--- config.mk ---
export PLATFORM = sky130hd
export DESIGN_NAME = mail_header_utf8_received_scanner
export DESIGN_NICKNAME = d
export VERILOG_FILES = /design/src/rtl/mhurs_pkg.sv /design/src/rtl/mail_header_utf8_received_scanner.sv
export SDC_FILE = /design/constraint.sdc
export NUM_CORES = 1
export LEC_CHECK = 0
export BUFFER_PORTS_ARGS = -buffer_cell sky130_fd_sc_hd__buf_2
export CORE_MARGIN = 3
export CORE_UTILIZATION = 55
export DETAILED_ROUTE_END_ITERATION = 10
export PLACE_DENSITY = 0.84
export SETUP_SLACK_MARGIN = 0.4
export SYNTH_ARGS = -nofsm -noshare
export SYNTH_HDL_FRONTEND = slang
export SYNTH_SLANG_ARGS = --single-unit
--- constraint.sdc ---
create_clock -name aclk -period 5.4 [get_ports aclk]
set_input_delay 0.81 -clock aclk [delete_from_list [all_inputs] [get_ports aclk]]
set_output_delay 0.81 -clock aclk [all_outputs]
set_load 0.02 [all_outputs]
--- src/rtl/mhurs_pkg.sv ---
// ----------------------------------------------------------------------------
// mhurs_pkg - shared types and constants for the received-header scanner
// Scan phase encoding, character codes and keyword match helpers.
// ----------------------------------------------------------------------------
package mhurs_pkg;

    typedef enum logic [2:0] {
        PH_START    = 3'd0,
        PH_NAME     = 3'd1,
        PH_OTHER    = 3'd2,
        PH_RCVD     = 3'd3,
        PH_ARG      = 3'd4,
        PH_AFTER    = 3'd5,
        PH_LINE_END = 3'd6
    } phase_t;

    typedef logic [3:0] pos_t;

    localparam logic [7:0] CHAR_TAB = 8'h09;
    localparam logic [7:0] CHAR_LF  = 8'h0A;
    localparam logic [7:0] CHAR_CR  = 8'h0D;
    localparam logic [7:0] CHAR_SP  = 8'h20;

    localparam int NAME_LEN = 9;
    localparam int WITH_LEN = 6;
    localparam int ARG_LEN  = 4;

    localparam logic [7:0] NAME_UP [NAME_LEN] = '{"R","E","C","E","I","V","E","D",":"};
    localparam logic [7:0] NAME_LO [NAME_LEN] = '{"r","e","c","e","i","v","e","d",":"};
    localparam logic [7:0] WITH_UP [WITH_LEN] = '{" ","W","I","T","H"," "};
    localparam logic [7:0] WITH_LO [WITH_LEN] = '{" ","w","i","t","h"," "};
    localparam logic [7:0] ARG_UP  [ARG_LEN]  = '{"U","T","F","8"};
    localparam logic [7:0] ARG_LO  [ARG_LEN]  = '{"u","t","f","8"};

    // position past the keyword end never matches
    function automatic logic name_hit(input pos_t pos, input logic [7:0] b);
        logic hit;
        hit = 1'b0;
        if (pos < 4'(NAME_LEN)) begin
            hit = (b == NAME_UP[pos]) || (b == NAME_LO[pos]);
        end
        return hit;
    endfunction

    function automatic logic with_hit(input pos_t pos, input logic [7:0] b);
        logic hit;
        hit = 1'b0;
        if (pos < 4'(WITH_LEN)) begin
            hit = (b == WITH_UP[pos[2:0]]) || (b == WITH_LO[pos[2:0]]);
        end
        return hit;
    endfunction

    function automatic logic arg_hit(input pos_t pos, input logic [7:0] b);
        logic hit;
        hit = 1'b0;
        if (pos < 4'(ARG_LEN)) begin
            hit = (b == ARG_UP[pos[1:0]]) || (b == ARG_LO[pos[1:0]]);
        end
        return hit;
    endfunction

endpackage

--- src/rtl/mail_header_utf8_received_scanner.sv ---
// ----------------------------------------------------------------------------
// mail_header_utf8_received_scanner - received-field utf8 clause detector
// result path: input reg, then state/result reg
// throughput: one byte per cycle while m_ready does not hold the result slot
// reset: synchronous active-low aresetn clears scan state, flags and both valids
// ----------------------------------------------------------------------------
// Scans mail header bytes for a Received field whose with-clause names UTF8.
// Each accepted byte yields one result transaction with the sticky flags.
// ----------------------------------------------------------------------------
module mail_header_utf8_received_scanner (
    input  logic       aclk,
    input  logic       aresetn,
    input  logic       s_valid,
    output logic       s_ready,
    input  logic [7:0] s_data_byte,
    output logic       m_valid,
    input  logic       m_ready,
    output logic       m_utf8_found,
    output logic       m_scan_done
);

    // input stage
    logic                in_valid_reg;
    logic [7:0]          in_byte_reg;

    // scan state; the flags double as the result register
    mhurs_pkg::phase_t   phase_reg, phase_next;
    mhurs_pkg::pos_t     pos_reg, pos_next;
    logic                utf8_reg, utf8_next;
    logic                done_reg, done_next;
    logic                out_valid_reg;

    logic                advance;
    logic [7:0]          b;
    mhurs_pkg::phase_t   ph;
    mhurs_pkg::pos_t     pos;
    logic                run;

    // byte moves into the result stage when the result slot is free or drains
    assign advance = in_valid_reg && (!out_valid_reg || m_ready);
    assign s_ready = !in_valid_reg || advance;

    assign m_valid      = out_valid_reg;
    assign m_utf8_found = utf8_reg;
    assign m_scan_done  = done_reg;

    always_ff @(posedge aclk) begin
        if (!aresetn) begin
            in_valid_reg <= 1'b0;
        end else if (s_ready) begin
            in_valid_reg <= s_valid;
        end
    end

    always_ff @(posedge aclk) begin
        if (s_valid && s_ready) begin
            in_byte_reg <= s_data_byte;
        end
    end

    // state register
    always_ff @(posedge aclk) begin
        if (!aresetn) begin
            phase_reg     <= mhurs_pkg::PH_START;
            pos_reg       <= '0;
            utf8_reg      <= 1'b0;
            done_reg      <= 1'b0;
            out_valid_reg <= 1'b0;
        end else begin
            if (advance) begin
                phase_reg <= phase_next;
                pos_reg   <= pos_next;
                utf8_reg  <= utf8_next;
                done_reg  <= done_next;
            end
            if (advance) begin
                out_valid_reg <= 1'b1;
            end else if (m_ready) begin
                out_valid_reg <= 1'b0;
            end
        end
    end

    // next scan state for the byte in the input stage
    always_comb begin
        phase_next = phase_reg;
        pos_next   = pos_reg;
        utf8_next  = utf8_reg;
        done_next  = done_reg;
        // tabs count as blanks
        b   = (in_byte_reg == mhurs_pkg::CHAR_TAB) ? mhurs_pkg::CHAR_SP : in_byte_reg;
        ph  = phase_reg;
        pos = pos_reg;
        // finished scan and carriage returns leave everything alone
        run = !done_reg && (in_byte_reg != mhurs_pkg::CHAR_CR);

        // line end inside Received: a blank folds the line back into the with-search,
        // and that blank already counts as the leading space of " with "
        if (run && ph == mhurs_pkg::PH_LINE_END) begin
            if (b == mhurs_pkg::CHAR_SP) begin
                phase_next = mhurs_pkg::PH_RCVD;
                pos_next   = 4'd1;
                run        = 1'b0;
            end else begin
                ph = mhurs_pkg::PH_START;
            end
        end

        // start of a field (unused encoding behaves the same)
        if (run && ph != mhurs_pkg::PH_NAME && ph != mhurs_pkg::PH_OTHER &&
            ph != mhurs_pkg::PH_RCVD && ph != mhurs_pkg::PH_ARG &&
            ph != mhurs_pkg::PH_AFTER) begin
            if (b == mhurs_pkg::CHAR_LF) begin
                // empty line closes the header
                done_next = 1'b1;
                run       = 1'b0;
            end else begin
                ph         = mhurs_pkg::PH_NAME;
                pos        = '0;
                phase_next = mhurs_pkg::PH_NAME;
                pos_next   = '0;
            end
        end

        if (run) begin
            unique case (ph)
                mhurs_pkg::PH_NAME: begin
                    if (!mhurs_pkg::name_hit(pos, b)) begin
                        phase_next = mhurs_pkg::PH_OTHER;
                    end else if (pos == 4'(mhurs_pkg::NAME_LEN - 1)) begin
                        phase_next = mhurs_pkg::PH_RCVD;
                        pos_next   = '0;
                    end else begin
                        phase_next = mhurs_pkg::PH_NAME;
                        pos_next   = pos + 4'd1;
                    end
                end
                mhurs_pkg::PH_OTHER: begin
                    if (b == mhurs_pkg::CHAR_LF) begin
                        phase_next = mhurs_pkg::PH_START;
                    end
                end
                mhurs_pkg::PH_RCVD: begin
                    if (b == mhurs_pkg::CHAR_LF) begin
                        phase_next = mhurs_pkg::PH_LINE_END;
                    end else if (!mhurs_pkg::with_hit(pos, b)) begin
                        // restart without retrying this byte
                        pos_next = '0;
                    end else if (pos == 4'(mhurs_pkg::WITH_LEN - 1)) begin
                        phase_next = mhurs_pkg::PH_ARG;
                        pos_next   = '0;
                    end else begin
                        pos_next = pos + 4'd1;
                    end
                end
                mhurs_pkg::PH_ARG: begin
                    if (pos == '0 && b == mhurs_pkg::CHAR_SP) begin
                        // leading blanks before the argument are skipped
                    end else if (!mhurs_pkg::arg_hit(pos, b)) begin
                        phase_next = mhurs_pkg::PH_AFTER;
                    end else begin
                        pos_next = pos + 4'd1;
                        if (pos == 4'(mhurs_pkg::ARG_LEN - 1)) begin
                            utf8_next  = 1'b1;
                            phase_next = mhurs_pkg::PH_AFTER;
                        end
                    end
                end
                mhurs_pkg::PH_AFTER: begin
                    if (b == mhurs_pkg::CHAR_LF) begin
                        done_next = 1'b1;
                    end else begin
                        // byte is consumed, name matching resumes on the next one
                        phase_next = mhurs_pkg::PH_NAME;
                        pos_next   = '0;
                    end
                end
                default: begin
                end
            endcase
        end
    end

`ifndef SYNTHESIS
    // done flag never drops once set
    a_done_sticky: assert property (@(posedge aclk) disable iff (!aresetn)
        done_reg |=> done_reg)
        else $error("scan_done dropped");

    // utf8 flag never drops once set
    a_utf8_sticky: assert property (@(posedge aclk) disable iff (!aresetn)
        utf8_reg |=> utf8_reg)
        else $error("utf8_found dropped");

    // after the scan ends the phase and the utf8 flag are frozen
    a_done_frozen: assert property (@(posedge aclk) disable iff (!aresetn)
        done_reg |=> $stable(phase_reg) && $stable(utf8_reg))
        else $error("state changed after scan end");

    // an empty result slot never blocks the input
    a_ready_when_empty: assert property (@(posedge aclk) disable iff (!aresetn)
        !out_valid_reg |-> s_ready)
        else $error("input stalled with empty result slot");
`endif

endmodule

# == Word level (Yosys, flattened, before mapping) ==
# Memory sizes are Yosys's and may differ from the RTL's.
# Cells that the tools add are included.
# classes
addsub,1
n_eq_ne,24
n_mux,73
bitwise_logic,4
order_cmp,6
n_reduce_logical,21
# op_table
operator,n
2-to-1 mux 8 bit,13
2-to-1 mux 4 bit,15
2-to-1 mux 3 bit,17
equality test 8 bit,6
binary-select mux 8 bit (select 2 bit),2
2-to-1 mux 1 bit,22
equality test 8 x 4 -> 1 bit (second input constant),2
case mux 4 bit (4 select lines),1
case mux 3 bit (5 select lines),1
logical AND 1 bit,10
equality test 3 bit (second input constant),3
equality test 8 x 6 -> 1 bit (second input constant),1
< comparator 4 x 3 -> 1 bit (second input constant),2
inequality test 8 x 4 -> 1 bit (second input constant),1
equality test 3 x 2 -> 1 bit (second input constant),2
inequality test 3 x 2 -> 1 bit (second input constant),2
inequality test 3 bit (second input constant),2
AND reduction 6 bit,1
>= comparator 5 bit (second input constant),1
logical OR 1 bit,5
inverter 4 -> 5 bit,1
adder 4 x 1 -> 4 bit (second input constant),1
equality test 4 x 2 -> 1 bit (second input constant),1
equality test 4 x 3 -> 1 bit (second input constant),1
other kinds (13),16
# word_totals
mem_count,4
ff_bits,19
rom_bits,384
input_bits,12
out_inout_bits,4
word_cells,140
# mem_list
name,words,width,read_ports,rd_ports_with_merged_regs,write_ports,line_no,text
(name not given),16,8,1,0,0,mhurs_pkg.sv:40,hit = (b == NAME_UP[pos]) || (b == NAME_LO[pos]);
(name not given),16,8,1,0,0,mhurs_pkg.sv:40,
(name not given),8,8,1,0,0,mhurs_pkg.sv:49,hit = (b == WITH_UP[pos[2:0]]) || (b == WITH_LO[pos[2:0]]);
(name not given),8,8,1,0,0,mhurs_pkg.sv:49,

# == Depth between registers and ports, before layout ==
# logic_depth
depth_word,26
ltp_mapped,17
ltp_nobuf,15

# == Least setup slack after synthesis ==
# No wires, ideal clock.
# synth_path
path_kind,flip-flop to flip-flop
startpoint,reg in_byte_reg[4]
endpoint,reg pos_reg[3]
n_path_buf,2
arrival_time_ns,3.667
setup_slack_ns,1.618
setup_ns,0.114
required_time_ns,5.286
path_stages_with_launch,16
period_less_slack_ns,3.782
path_cell_list,edfxtp_1 > or4_1 > buf_2 > o22a_1 > nand3_1 > nand2_1 > ha_1 > clkbuf_1 > a21o_1 > o2bb2ai_1 > nor4_1 > nand4_1 > o311ai_1 > a32oi_1 > o2111ai_1 > a21bo_1
# synth_via
elab_chain_cells,26
elab_cells_between_ends,94
cone_classes,add/sub: 1; order compare: 3; eq/ne: 21; mux: 50; bitwise: 3; reduce/logical: 12; memory: 4
# synth_rtl
item,line_no,text
start: declaration,mail_header_utf8_received_scanner.sv:24,logic [7:0] in_byte_reg;
start signal: assignment,mail_header_utf8_received_scanner.sv:57,in_byte_reg <= s_data_byte;
equality test 8 x 4 -> 1 bit,mail_header_utf8_received_scanner.sv:91,b = (in_byte_reg == mhurs_pkg::CHAR_TAB) ? mhurs_pkg::CHAR_SP : in_byte_reg;
2-to-1 mux 8 bit,mail_header_utf8_received_scanner.sv:91,
equality test 8 x 6 -> 1 bit,"mail_header_utf8_received_scanner.sv:100, mail_header_utf8_received_scanner.sv:157",
2-to-1 mux 3 bit,mail_header_utf8_received_scanner.sv:100,if (b == mhurs_pkg::CHAR_SP) begin
2-to-1 mux 3 bit,mail_header_utf8_received_scanner.sv:99,if (run && ph == mhurs_pkg::PH_LINE_END) begin
inequality test 3 x 1 -> 1 bit,mail_header_utf8_received_scanner.sv:110,if (run && ph != mhurs_pkg::PH_NAME && ph != mhurs_pkg::PH_OTHER &&
logical AND 1 bit (3 in series),mail_header_utf8_received_scanner.sv:110,
logical AND 1 bit (2 in series),mail_header_utf8_received_scanner.sv:111,ph != mhurs_pkg::PH_RCVD && ph != mhurs_pkg::PH_ARG &&
[... 7 more ...],--,
"2-to-1 mux 1 bit, on equally long branches","mhurs_pkg.sv:48, mhurs_pkg.sv:57",
"2-to-1 mux 1 bit, on equally long branches","mail_header_utf8_received_scanner.sv:144, mail_header_utf8_received_scanner.sv:157",
2-to-1 mux 1 bit,mail_header_utf8_received_scanner.sv:126,unique case (ph)
2-to-1 mux 1 bit,mail_header_utf8_received_scanner.sv:125,if (run) begin
"2-to-1 mux 4 bit, on equally long branches","mail_header_utf8_received_scanner.sv:146, mail_header_utf8_received_scanner.sv:159",
"2-to-1 mux 4 bit, on equally long branches","mail_header_utf8_received_scanner.sv:144, mail_header_utf8_received_scanner.sv:157",
case mux 4 bit (4 select lines),mail_header_utf8_received_scanner.sv:126,
2-to-1 mux 4 bit (*),mail_header_utf8_received_scanner.sv:125,
end signal: assignment,mail_header_utf8_received_scanner.sv:72,pos_reg <= pos_next;
end: declaration,mail_header_utf8_received_scanner.sv:28,"mhurs_pkg::pos_t pos_reg, pos_next;"
# Mark *: on every way between the ends. The rest lies on a longest branch, timed or not. The select of a mux whose other input is x is not followed.
# A chain may end at the register's enable or synchronous reset.

# == Worst setup path after layout ==
# layout_path
startpoint,reg in_byte_reg[2]
endpoint,reg phase_reg[0]
# layout_via
elab_chain_cells,26
elab_cells_between_ends,95
cone_classes,order compare: 3; eq/ne: 22; mux: 51; bitwise: 3; reduce/logical: 12; memory: 4
# layout_rtl
item,line_no,text
equality test 8 x 4 -> 1 bit,mail_header_utf8_received_scanner.sv:91,
2-to-1 mux 8 bit,mail_header_utf8_received_scanner.sv:91,
equality test 8 x 6 -> 1 bit,"mail_header_utf8_received_scanner.sv:100, mail_header_utf8_received_scanner.sv:157",
2-to-1 mux 3 bit,mail_header_utf8_received_scanner.sv:100,
2-to-1 mux 3 bit,mail_header_utf8_received_scanner.sv:99,
inequality test 3 x 1 -> 1 bit,mail_header_utf8_received_scanner.sv:110,
logical AND 1 bit (3 in series),mail_header_utf8_received_scanner.sv:110,
logical AND 1 bit (2 in series),mail_header_utf8_received_scanner.sv:111,
[... 7 more ...],--,
"2-to-1 mux 1 bit, on equally long branches","mhurs_pkg.sv:48, mhurs_pkg.sv:57",
"2-to-1 mux 1 bit, on equally long branches","mail_header_utf8_received_scanner.sv:144, mail_header_utf8_received_scanner.sv:157",
2-to-1 mux 1 bit,mail_header_utf8_received_scanner.sv:126,
2-to-1 mux 1 bit,mail_header_utf8_received_scanner.sv:125,
"2-to-1 mux 3 bit, on equally long branches","mail_header_utf8_received_scanner.sv:146, mail_header_utf8_received_scanner.sv:159",
"2-to-1 mux 3 bit, on equally long branches","mail_header_utf8_received_scanner.sv:144, mail_header_utf8_received_scanner.sv:157",
case mux 3 bit (5 select lines),mail_header_utf8_received_scanner.sv:126,
2-to-1 mux 3 bit (*),mail_header_utf8_received_scanner.sv:125,
end signal: assignment,mail_header_utf8_received_scanner.sv:64,phase_reg <= mhurs_pkg::PH_START;
end signal: assignment,mail_header_utf8_received_scanner.sv:71,phase_reg <= phase_next;
end: declaration,mail_header_utf8_received_scanner.sv:27,"mhurs_pkg::phase_t phase_reg, phase_next;"
# Marks and branches as above.

==> flow_metrics.py <==
metrics = {
    "grt": {
        "grt_overflow": 0,
        "antenna_found_initial": 0,
        "grt_use_total_pct": 26.2,
        "grt_pass1_vias": 1867,
        "grt_first_pass_wirelength_um": 8940,
        "grt_max_degree": 24,
    },
    "clock_network": {
        "root_buffer": "clkbuf_8",
        "h-tree-depth": 1,
        "cts_setup_buffers": 0,
        "clock_path_buffers": 2,
        "clk_pin_slew_ps": 80,
        "cts_hold_buffers": 0,
        "clk-insertion-delay-late_ps": 270,
        "cts.sinks": 19,
        "cts_tree": "built",
        "cts_buffers": 3,
        "cts-resized-gates": 0,
    },
    "detailed_routing": {
        "avgViaCountPerCell": 7.03,
        "antenna_left": 0,
        "num_vias": 2157,
        "drt_first_pass_iters": 7,
        "drc": 0,
        "wl_per_cell_um": 18.4,
        "drt_iter0_markers": 329,
        "finalWirelength_um": 5660,
    },
    "worst_setup_path": {
        "crit_top_cell": "nor4_1",
        "cpMaxStageDelayCell": "edfxtp_1",
        "start_kind": "flop",
        "crit_fanout": 13,
        "cpPeakStageDelay_ps": 600,
        "worst_setup_path_end_kind": "flop",
        "critPathBufInv": 0,
        "critPathArrivalTime_ps": 4890,
        "critPathRequiredTime_ps": 5600,
        "path_class": "reg2reg",
        "worstPathCellList": "nor4_1, o2111ai_1, nand3_1, nand2_1, ha_1, a21o_1, o2bb2ai_1, nor4_1, nand4_1, nor3_1, o221ai_1, a41oi_1",
        "crit_family": "simple AND/OR/NAND/NOR gates",
        "rrSetupSlack_ps": 710,
    },
    "place": {
        "dp_hpwl_um": 4030,
        "pre_cts_ws_ps": 933,
        "io_buffers": 15,
        "gp_congestion": 0.996,
        "place_area_sq_um": 2100,
    },
    "die": {
        "num_rows": 21,
        "fp.dieH_um": 66.9,
        "die-area_sq_um": 4480,
        "chipWidth_um": 66.9,
        "io_pins": 16,
        "core_sq_um": 3440,
        "initial_core_util_pct": 59.3,
    },
    "sta": {
        "clock-skew-final_ps": 11.6,
        "fmax_mhz": 213,
        "final.min_clock_period_ps": 4690,
        "final_max_slew_viol_count": 0,
        "worst_pin_slew_ps": 708,
        "layout_setup_ws_ps": 709,
        "finalSetupViolCount": 0,
        "finalCritPeriodShare_pct": 86.9,
        "maxSlewHeadroom_pct": 52.7,
        "hold_violations": 0,
        "grt_setup_unrepaired": "no",
        "fin_tns_setup_ps": 0,
    },
    "finish": {
        "diodes": 0,
        "fin_nets": 279,
        "final_layout_size_suffix_gt1_share_pct": 12.6,
        "fin_area_sq_um": 2150,
        "largest_reg_flops": 8,
        "nFillCells": 306,
        "mostFrequentLayoutCell": "nand2_1",
        "layout_common_cells": "nand2_1, nor2_1, a21oi_1, buf_2",
        "area_growth_pct": 5.15,
        "final_core_util_pct": 62.3,
    },
    "flow_run": {
        "cap_violations": 0,
    },
    "synth": {
        "synth_area_sq_um": 2040,
        "synth_seq_cells": 19,
        "synth_edf_count": 8,
        "dominantRegCellSynth": "dfxtp_1",
        "synth_nets": 278,
        "postSynthCellCount": 261,
        "avgSynthCellArea_sq_um": 7.82,
        "synth_seq_area_share_pct": 22.6,
        "synth_cell_types": 71,
        "synthArstFlopShare_pct": 0,
        "yosys_warnings": 0,
    },
    "power": {
        "p_leak_nw": 0.775,
        "power.density_nw_per_um2": 164,
        "peakVddDrop_uv": 170,
    },
    "min_path": {
        "hold_path.class": "reg2reg",
    },
    "outcome": {
        "outcome": "finished, final reports clean",
    },
}
path summary, 6_finish.rpt:
| path | from | cells after the start | endpoint |
|---|---|---|---|
| worst max-delay path | in_byte_reg[2] | 12 | phase_reg[0] |
| worst min-delay path | m_utf8_found | 1 | m_utf8_found |
| worst min register to register | m_utf8_found | 1 | m_utf8_found |
| worst max register to register | in_byte_reg[2] | 12 | phase_reg[0] |
power breakdown:
part           switching, mW  internal (mW)
Sequential            0.0153          0.156
Clock                 0.0552         0.0523
Combinational         0.0420         0.0299
cell families after synthesis:
family                     Yosys count  synth area share [%]
muxes                                4                  1.96
AOI/OAI and AO/OA                   89                  33.9
buffers and inverters               24                  4.66
xor gates and xnor gates             7                  3.00
DFF                                 19                  22.6
adders and majority gates            5                  3.07
and+or+nand+nor                    113                  30.8
cell usage after synthesis, types with 4 or more instances:
library cell	instances	area, sq um
a21oi_1	15	75.1
a31oi_1	7	43.8
and2_1	4	25.0
buf_2	4	20.0
clkbuf_1	12	45.0
dfxtp_1	11	220
edfxtp_1	8	240
ha_1	5	62.6
inv_1	5	18.8
mux2i_1	4	40.0
nand2_1	24	90.1
nand2b_1	7	43.8
nand3_1	11	55.1
nor2_1	20	75.1
nor2b_1	6	37.5
nor3_1	10	50.1
nor3b_1	6	45.0
o21a_1	6	45.0
o21ai_0	9	45.0
o31ai_1	4	30.0
xor2_1	5	43.8
per-layer routing:
| metal | up-vias | GRT usage (%) | routed length (um) |
|---|---|---|---|
| li1 | 1011 | - | - |
| met1 | 978 | 36.3 | 2400 |
| met2 | 143 | 39.6 | 2510 |
| met3 | 25 | 5.56 | 573 |
| met4 | 0 | 9.37 | 180 |
| met5 | - | 0 | 0 |
metrics by stage:
step / hold WS (ps) / power [mW] / instances
3_5_place_dp: 448 / 0.243 / 303
5_1_grt: 488 / 0.363 / 307
3_3_place_gp: 441 / 0.242 / 303
6_report: 463 / 0.351 / 307
4_1_cts: 468 / 0.348 / 307
2_1_floorplan: 499 / 0.225 / 261
final cells by class:
type,count,area [sq um],share of cell area (%)
Clock buffer,3,41.3,1.92
Clock inverter,1,7.51,0.350
Inverter,5,18.8,0.875
Multi-Input combinational cell,218,1490,69.2
Sequential cell,19,460,21.5
Tap cell,46,57.6,2.68
Timing Repair Buffer,15,75.1,3.50
No activity file was read; power rests on OpenSTA's default activity.
